**src/design/dtp_pkg.sv**
```systemverilog
// ----------------------------------------------------------------------------
// dtp_pkg: shared types and constants for the display init table parser
// Holds the parse phase encoding, result kinds and delay code constants.
// ----------------------------------------------------------------------------
`default_nettype none

package dtp_pkg;

  localparam int unsigned BYTE_W  = 8;
  localparam int unsigned KIND_W  = 2;
  localparam int unsigned VALUE_W = 9;

  typedef logic [BYTE_W-1:0]  byte_t;
  typedef logic [KIND_W-1:0]  kind_t;
  typedef logic [VALUE_W-1:0] value_t;

  typedef enum logic [2:0] {
    PH_COUNT  = 3'd0,
    PH_CMD    = 3'd1,
    PH_HEADER = 3'd2,
    PH_ARGS   = 3'd3,
    PH_DELAY  = 3'd4
  } phase_t;

  localparam kind_t KIND_CMD   = 2'd0;
  localparam kind_t KIND_DATA  = 2'd1;
  localparam kind_t KIND_DELAY = 2'd2;
  localparam kind_t KIND_EMPTY = 2'd3;

  localparam byte_t  DELAY_CODE_LONG = 8'hFF;
  localparam value_t DELAY_LONG_MS   = 9'd500;
  localparam byte_t  MASK_RESET      = 8'h80;

endpackage

`default_nettype wire

```
**src/design/dtp_if.sv**
```systemverilog
// ----------------------------------------------------------------------------
// dtp_byte_if / dtp_result_if: valid/ready channels of the table parser
// One carries table bytes in, the other carries parsed result beats out.
// ----------------------------------------------------------------------------
`default_nettype none

interface dtp_byte_if;
  logic             valid;
  logic             ready;
  dtp_pkg::byte_t   table_byte;

  modport source (output valid, output table_byte, input ready);
  modport sink   (input valid, input table_byte, output ready);
endinterface

interface dtp_result_if;
  logic             valid;
  logic             ready;
  dtp_pkg::kind_t   kind;
  dtp_pkg::value_t  value;
  logic             table_end;

  modport source (output valid, output kind, output value, output table_end, input ready);
  modport sink   (input valid, input kind, input value, input table_end, output ready);
endinterface

`default_nettype wire

```
**src/design/display_init_table_parser.sv**
```systemverilog
// ----------------------------------------------------------------------------
// display_init_table_parser: panel start-up command table parser
// Decodes table bytes into command, data and delay request beats.
// ----------------------------------------------------------------------------
// Usage:
//   table_bytes: one table byte per beat (valid/ready). The first byte of a
//     table is the command count, then per command a command byte, a header
//     byte, the argument bytes and an optional delay byte.
//   results: kind, value and table_end per beat. The command write leaves on
//     the header byte; count and command bytes give no beat. A zero count
//     gives a single empty-table beat.
//   cfg_we/cfg_data: write delay_flag_mask while the parser is idle.
// An accepted byte's result beat is in the output register in the cycle
// after. Throughput is one byte per cycle unless the receiver stalls: the
// phase decode is a single level of logic between the state registers
// and the output register. table_bytes.ready stays high while the output
// register is empty or being drained, so a stalled receiver holds the
// parser after one pending beat. Reset returns to the count phase,
// empties the output register and sets the mask to 0x80.
// ----------------------------------------------------------------------------
`default_nettype none

module display_init_table_parser (
  input  wire logic            clk,
  input  wire logic            rst,
  input  wire logic            cfg_we,
  input  wire dtp_pkg::byte_t  cfg_data,
  dtp_byte_if.sink             table_bytes,
  dtp_result_if.source         results
);
  import dtp_pkg::*;

  byte_t  delay_flag_mask;
  phase_t phase, phase_next;
  byte_t  commands_left, commands_left_next;
  byte_t  args_left, args_left_next;
  logic   delay_pending, delay_pending_next;
  byte_t  cmd_hold, cmd_hold_next;

  logic   res_valid;
  kind_t  res_kind;
  value_t res_value;
  logic   res_end;

  logic   out_valid;
  kind_t  out_kind;
  value_t out_value;
  logic   out_end;

  logic   accept;
  byte_t  b;

  assign b                 = table_bytes.table_byte;
  assign table_bytes.ready = !out_valid || results.ready;
  assign accept            = table_bytes.valid && table_bytes.ready;

  // Next state
  always_comb begin
    byte_t al;
    logic  dp;
    byte_t cl_dec;
    phase_next         = phase;
    commands_left_next = commands_left;
    args_left_next     = args_left;
    delay_pending_next = delay_pending;
    cmd_hold_next      = cmd_hold;
    cl_dec             = commands_left - 8'd1;
    al                 = args_left;
    dp                 = delay_pending;
    case (phase)
      PH_CMD: begin
        cmd_hold_next = b;
        phase_next    = PH_HEADER;
      end
      PH_HEADER, PH_ARGS: begin
        if (phase == PH_HEADER) begin
          dp = (b & delay_flag_mask) != '0;
          al = b & ~delay_flag_mask;
        end else begin
          al = args_left - 8'd1;
        end
        args_left_next     = al;
        delay_pending_next = dp;
        if (al != '0) begin
          phase_next = PH_ARGS;
        end else if (dp) begin
          phase_next = PH_DELAY;
        end else begin
          commands_left_next = cl_dec;
          phase_next         = (cl_dec == '0) ? PH_COUNT : PH_CMD;
        end
      end
      PH_DELAY: begin
        delay_pending_next = 1'b0;
        commands_left_next = cl_dec;
        phase_next         = (cl_dec == '0) ? PH_COUNT : PH_CMD;
      end
      default: begin
        if (b == '0) begin
          phase_next = PH_COUNT;
        end else begin
          commands_left_next = b;
          args_left_next     = '0;
          delay_pending_next = 1'b0;
          phase_next         = PH_CMD;
        end
      end
    endcase
  end

  // Result beat for the byte on the input; the table ends when we fall
  // back to the count phase.
  always_comb begin
    res_valid = 1'b1;
    res_kind  = KIND_EMPTY;
    res_value = '0;
    res_end   = (phase_next == PH_COUNT);
    case (phase)
      PH_CMD: begin
        res_valid = 1'b0;
      end
      PH_HEADER: begin
        res_kind  = KIND_CMD;
        res_value = {1'b0, cmd_hold};
      end
      PH_ARGS: begin
        res_kind  = KIND_DATA;
        res_value = {1'b0, b};
      end
      PH_DELAY: begin
        res_kind  = KIND_DELAY;
        res_value = (b == DELAY_CODE_LONG) ? DELAY_LONG_MS : {1'b0, b};
      end
      default: begin
        res_valid = (b == '0);
      end
    endcase
  end

  always_ff @(posedge clk) begin
    if (rst) begin
      delay_flag_mask <= MASK_RESET;
      phase           <= PH_COUNT;
      commands_left   <= '0;
      args_left       <= '0;
      delay_pending   <= 1'b0;
      cmd_hold        <= '0;
      out_valid       <= 1'b0;
    end else begin
      if (cfg_we) begin
        delay_flag_mask <= cfg_data;
      end
      if (accept) begin
        phase         <= phase_next;
        commands_left <= commands_left_next;
        args_left     <= args_left_next;
        delay_pending <= delay_pending_next;
        cmd_hold      <= cmd_hold_next;
        out_valid     <= res_valid;
      end else if (results.ready) begin
        out_valid <= 1'b0;
      end
    end
  end

  // Payload: load only on a byte that makes a beat
  always_ff @(posedge clk) begin
    if (accept && res_valid) begin
      out_kind  <= res_kind;
      out_value <= res_value;
      out_end   <= res_end;
    end
  end

  assign results.valid     = out_valid;
  assign results.kind      = out_kind;
  assign results.value     = out_value;
  assign results.table_end = out_end;

endmodule

`default_nettype wire
```
**src/flat_wrapper.sv**
```systemverilog
// flat-port wrapper written by rule: the top's interface ports become plain ports
module display_init_table_parser_flat import dtp_pkg::*;
  (clk, rst, cfg_we, cfg_data, table_bytes_valid, table_bytes_table_byte, table_bytes_ready, results_valid, results_kind, results_value, results_table_end, results_ready);
  dtp_byte_if table_bytes_i ();
  dtp_result_if results_i ();
  input  wire logic clk;
  input  wire logic rst;
  input  wire logic cfg_we;
  input  wire dtp_pkg::byte_t cfg_data;
  input wire logic [$bits(table_bytes_i.valid)-1:0] table_bytes_valid;
  input wire logic [$bits(table_bytes_i.table_byte)-1:0] table_bytes_table_byte;
  output wire logic [$bits(table_bytes_i.ready)-1:0] table_bytes_ready;
  output wire logic [$bits(results_i.valid)-1:0] results_valid;
  output wire logic [$bits(results_i.kind)-1:0] results_kind;
  output wire logic [$bits(results_i.value)-1:0] results_value;
  output wire logic [$bits(results_i.table_end)-1:0] results_table_end;
  input wire logic [$bits(results_i.ready)-1:0] results_ready;
  assign table_bytes_i.valid = table_bytes_valid;
  assign table_bytes_i.table_byte = table_bytes_table_byte;
  assign table_bytes_ready = table_bytes_i.ready;
  assign results_valid = results_i.valid;
  assign results_kind = results_i.kind;
  assign results_value = results_i.value;
  assign results_table_end = results_i.table_end;
  assign results_i.ready = results_ready;
  display_init_table_parser u_core (.clk(clk), .rst(rst), .cfg_we(cfg_we), .cfg_data(cfg_data), .table_bytes(table_bytes_i), .results(results_i));
endmodule
```
**config.mk**
```make
export PLATFORM = sky130hd
export DESIGN_NAME = display_init_table_parser_flat
export DESIGN_NICKNAME = d
export VERILOG_FILES = /design/src/design/dtp_pkg.sv /design/src/design/dtp_if.sv /design/src/design/display_init_table_parser.sv /design/src/flat_wrapper.sv
export SDC_FILE = /design/constraint.sdc
export NUM_CORES = 1
export LEC_CHECK = 0
export BUFFER_PORTS_ARGS = -buffer_cell sky130_fd_sc_hd__clkbuf_2
export CORE_MARGIN = 2
export CORE_UTILIZATION = 55
export DETAILED_ROUTE_END_ITERATION = 7
export GPL_TIMING_DRIVEN = 0
export PLACE_DENSITY = 0.88
export SYNTH_ARGS = -nofsm -noshare
export SYNTH_HDL_FRONTEND = slang
export SYNTH_SLANG_ARGS = --single-unit
```
**constraint.sdc**
```tcl
create_clock -name clk -period 5.01 [get_ports clk]
set_input_delay 0.2505 -clock clk [delete_from_list [all_inputs] [get_ports clk]]
set_output_delay 0.2505 -clock clk [all_outputs]
set_load 0.05 [all_outputs]
```
==> flow_summary_export.csv <==
group,metric,value,unit
setup_path,cp_num_buf_inv,2,
setup_path,cp-end-kind,"flip-flop",
yosys,seq_area_frac_synth,0.4055,
outcome,status,"completed",
floorplan,die-area,0.005515,mm²
clock_tree,cts_sinks,49,
setup_path,cp_max_fo,10,
setup_path,slowest_stage,"a21boi_1",
setup_path,r2r_start,"u_core.phase[2]",
sta,rsz0062_at_grt,"no",
place,port_buffers,29,
sta,tightestPinTransition,1.055,ns
yosys,postSynthCellCount,313,
sta,finalSetupViolations,0,
sta,fmax,395.5,MHz
clock_tree,post-cts-setup-buffers,0,
clock_tree,holdBufCountCts,0,
sta,period_share,0.5046,
yosys,synth_edf_count,12,
sta,slew_headroom,0.2943,
detailed_routing,ant_nets,0,
yosys,synth.distinct_cells,57,
power,ir_worst_vdd,0.1969,mV
finish,multi_input_area,0.001460,mm²
yosys,synth-simple-area-share,0.2189,
clock_tree,cts.repair.resized,0,
floorplan,die_y,74.26,µm
setup_path,r2r_setup_slack,2.48,ns
sta,report.final.slew_viol_count,0,
yosys,synth_ff_type,"dfxtp_1",
min_path,min_to,"u_core.delay_flag_mask[7]",
yosys,synth_top_family_by_area,"simple AND/OR/NAND/NOR gates",
setup_path,critPathMostFrequentCell,"buf_2",
clock_tree,clk_pin_slew,0.09,ns
place,place_ws,2.336,ns
yosys,synth_warnings,0,
yosys,synthArstFlopShare,0,
detailed_routing,avgRoutedWirePerCell,15.92,µm
floorplan,fp.coreArea,0.004755,mm²
detailed_routing,routedLengthMet1,2.909,mm
detailed_routing,wl_met2,3.222,mm
power,power_density,332.5,mW/mm²
finish,stdcell_count,417,
yosys,ys_ff_latch,49,
sta,period_needed,2.528,ns
clock_tree,clk_path_buf_depth,2,
sta,hold_viol_final,0,
setup_path,cp_slowest_stage_delay,0.44,ns
clock_tree,htree_levels,2,
min_path,holdPathStages,2,
sta,setup_slack,2.482,ns
detailed_routing,drc,0,
finish,ff_latch_area,0.001101,mm²
power,power,1016,µW
yosys,avgSynthCellArea,8.674,µm²
finish,nNetsFinal,373,
clock_tree,cts_tree,"done",
detailed_routing,drt_iter0_markers,223,
yosys,synth_nets,337,
yosys,synth_area,0.002715,mm²
setup_path,worst-setup-path-type,"flip-flop to flip-flop",
global_route,grt-ovfl-total,0,
floorplan,io_pins,35,
place,dp_cells,409,
sta,clock_skew,0.008871,ns
yosys,synth_compound_area_frac,0.2175,
finish,final_cell_mix,"46 x nor2_1, 37 x dfxtp_1, 29 x clkbuf_2",
power,leakagePower,0.001212,µW
sta,fin_setup_tns,0,ns
detailed_routing,wl_met3,395,µm
clock_tree,clock_latency,0.30,ns
global_route,grt_pass1_wl,11.10,mm
clock_tree,cts-root-buf,"clkbuf_8",
clock_tree,cts_buffers,5,
setup_path,cp.required,5.17,ns
detailed_routing,dr.pass1.iters,5,
floorplan,initial_core_util,0.5711,
setup_path,reg2reg_to,"u_core.commands_left[7]",
setup_path,r2r_cells,8,
floorplan,rows,25,
finish,diodes,0,
global_route,grt_start_max_net_pins,16,
floorplan,die_w,74.26,µm
place,gp_congestion,0.9090,
finish,fill_cells,417,
min_path,min_path_type,"input port to flip-flop",
yosys,synthAdderAreaFrac,0.01751,
global_route,grt_use_total,0.2583,
setup_path,path_cells,"buf_2, nor3b_2, buf_2, o21ai_0, nor4_4, nand2_2, a21boi_1, a221oi_1",
detailed_routing,num_vias,2524,
yosys,synth_xor_area_frac,0.006452,
setup_path,worstPathArrival,2.69,ns
detailed_routing,top_layer_used,"met4",
finish,synthToLayoutAreaGrowth,12.53,%
setup_path,crit_path_start_kind,"flip-flop",
min_path,worstHoldStart,"cfg_data[7]",
global_route,grt_pass1_vias,2369,
finish,final_common_cell,"nor2_1",
global_route,antenna_found_initial,0,
detailed_routing,viasPerCell,6.053,
detailed_routing,totalWireLength,6.639,mm
finish,drive_gt1_frac,0.1486,
yosys,synth_mux_area_frac,0.07742,
flow_run,maxCapViolCount,0,
place,hpwl,4.798,mm
setup_path,cp_top_family,"simple AND/OR/NAND/NOR gates",
-- flip-flops by register name (all words and copies together) (netlist names) --
register,count
u_core.results.value,9
u_core.args_left,8
u_core.cmd_hold,8
u_core.commands_left,8
u_core.delay_flag_mask,8
u_core.phase,3
u_core.results.kind,2
u_core.delay_pending,1
u_core.results.table_end,1
u_core.results.valid,1
-- worst max-delay path by stage --
stage,from,endpoint,slack [ns],depth (start not counted)
4_1_cts,u_core.phase[2],u_core.commands_left[7],2.48,8
5_1_grt,u_core.phase[2],u_core.commands_left[7],2.27,9
3_3_place_gp,table_bytes_table_byte[7],u_core.results.kind[0],2.50,6
3_5_place_dp,table_bytes_table_byte[7],u_core.results.value[0],2.34,6
2_1_floorplan,u_core.results.valid,u_core.cmd_hold[7],2.71,6
6_report,u_core.phase[2],u_core.commands_left[7],2.48,8
-- logic make-up (layout without fill, tap and decap cells) --
| group | count (synthesis) | count (layout) |
|---|---|---|
| adder cells (fa/ha/maj) | 4 | 4 |
| flip-flops | 49 | 49 |
| AO/OA/AOI/OAI | 83 | 83 |
| XOR/XNOR | 2 | 2 |
| multiplexers | 21 | 21 |
| AND/OR/NAND/NOR | 119 | 119 |
| buffers and inverters | 35 | 72 |
-- final cells by class --
cell class	instances	share of cell area
sequential	49	0.3604
inverter	14	0.01720
timing repair buffer	29	0.04750
clock inverter	2	0.01269
multi-input combinational	229	0.4779
clock buffer	6	0.02375
tap	67	0.02744
buffer	21	0.03317
-- stage by stage --
| step | utilization | hold WS, ns | cell area [µm²] |
|---|---|---|---|
| 3_3_place_gp | 0.6192 | 0.4623 | 2944 |
| 3_5_place_dp | 0.6192 | 0.4583 | 2944 |
| 5_1_grt | 0.6426 | 0.1588 | 3055 |
| 2_1_floorplan | - | 0.3684 | 2715 |
| 6_report | 0.6426 | 0.1502 | 3055 |
| 4_1_cts | 0.6426 | 0.1447 | 3055 |
-- Yosys cell counts, types with 4 or more instances --
library cell | n | area share
dfxtp_1 | 37 | 0.27
edfxtp_1 | 12 | 0.13
or4_1 | 4 | 0.011
nor2_1 | 46 | 0.064
nand3b_1 | 5 | 0.014
mux2i_1 | 21 | 0.077
a21oi_1 | 10 | 0.018
nand3_1 | 7 | 0.013
a21o_1 | 4 | 0.011
nor2b_1 | 5 | 0.012
a22oi_1 | 10 | 0.028
nand2_1 | 25 | 0.035
clkbuf_1 | 15 | 0.021
o21ai_0 | 18 | 0.033
nand4_1 | 4 | 0.0092
o21a_1 | 4 | 0.011
inv_1 | 14 | 0.019
or3_1 | 4 | 0.0092
nor3_1 | 5 | 0.0092
-- where the power goes --
group,internal (µW),leakage [µW],switching [µW]
clock,150,0.0000554,134
combinational,104,0.000739,171
sequential,433,0.000417,24.2
-- layer usage --
metal,vias to the layer above,GRT usage
met1,1187,0.3401
met5,-,0
met3,19,0.04878
met2,103,0.4345
met4,0,0.07738
li1,1215,-
(Power assumes the default switching activity.)
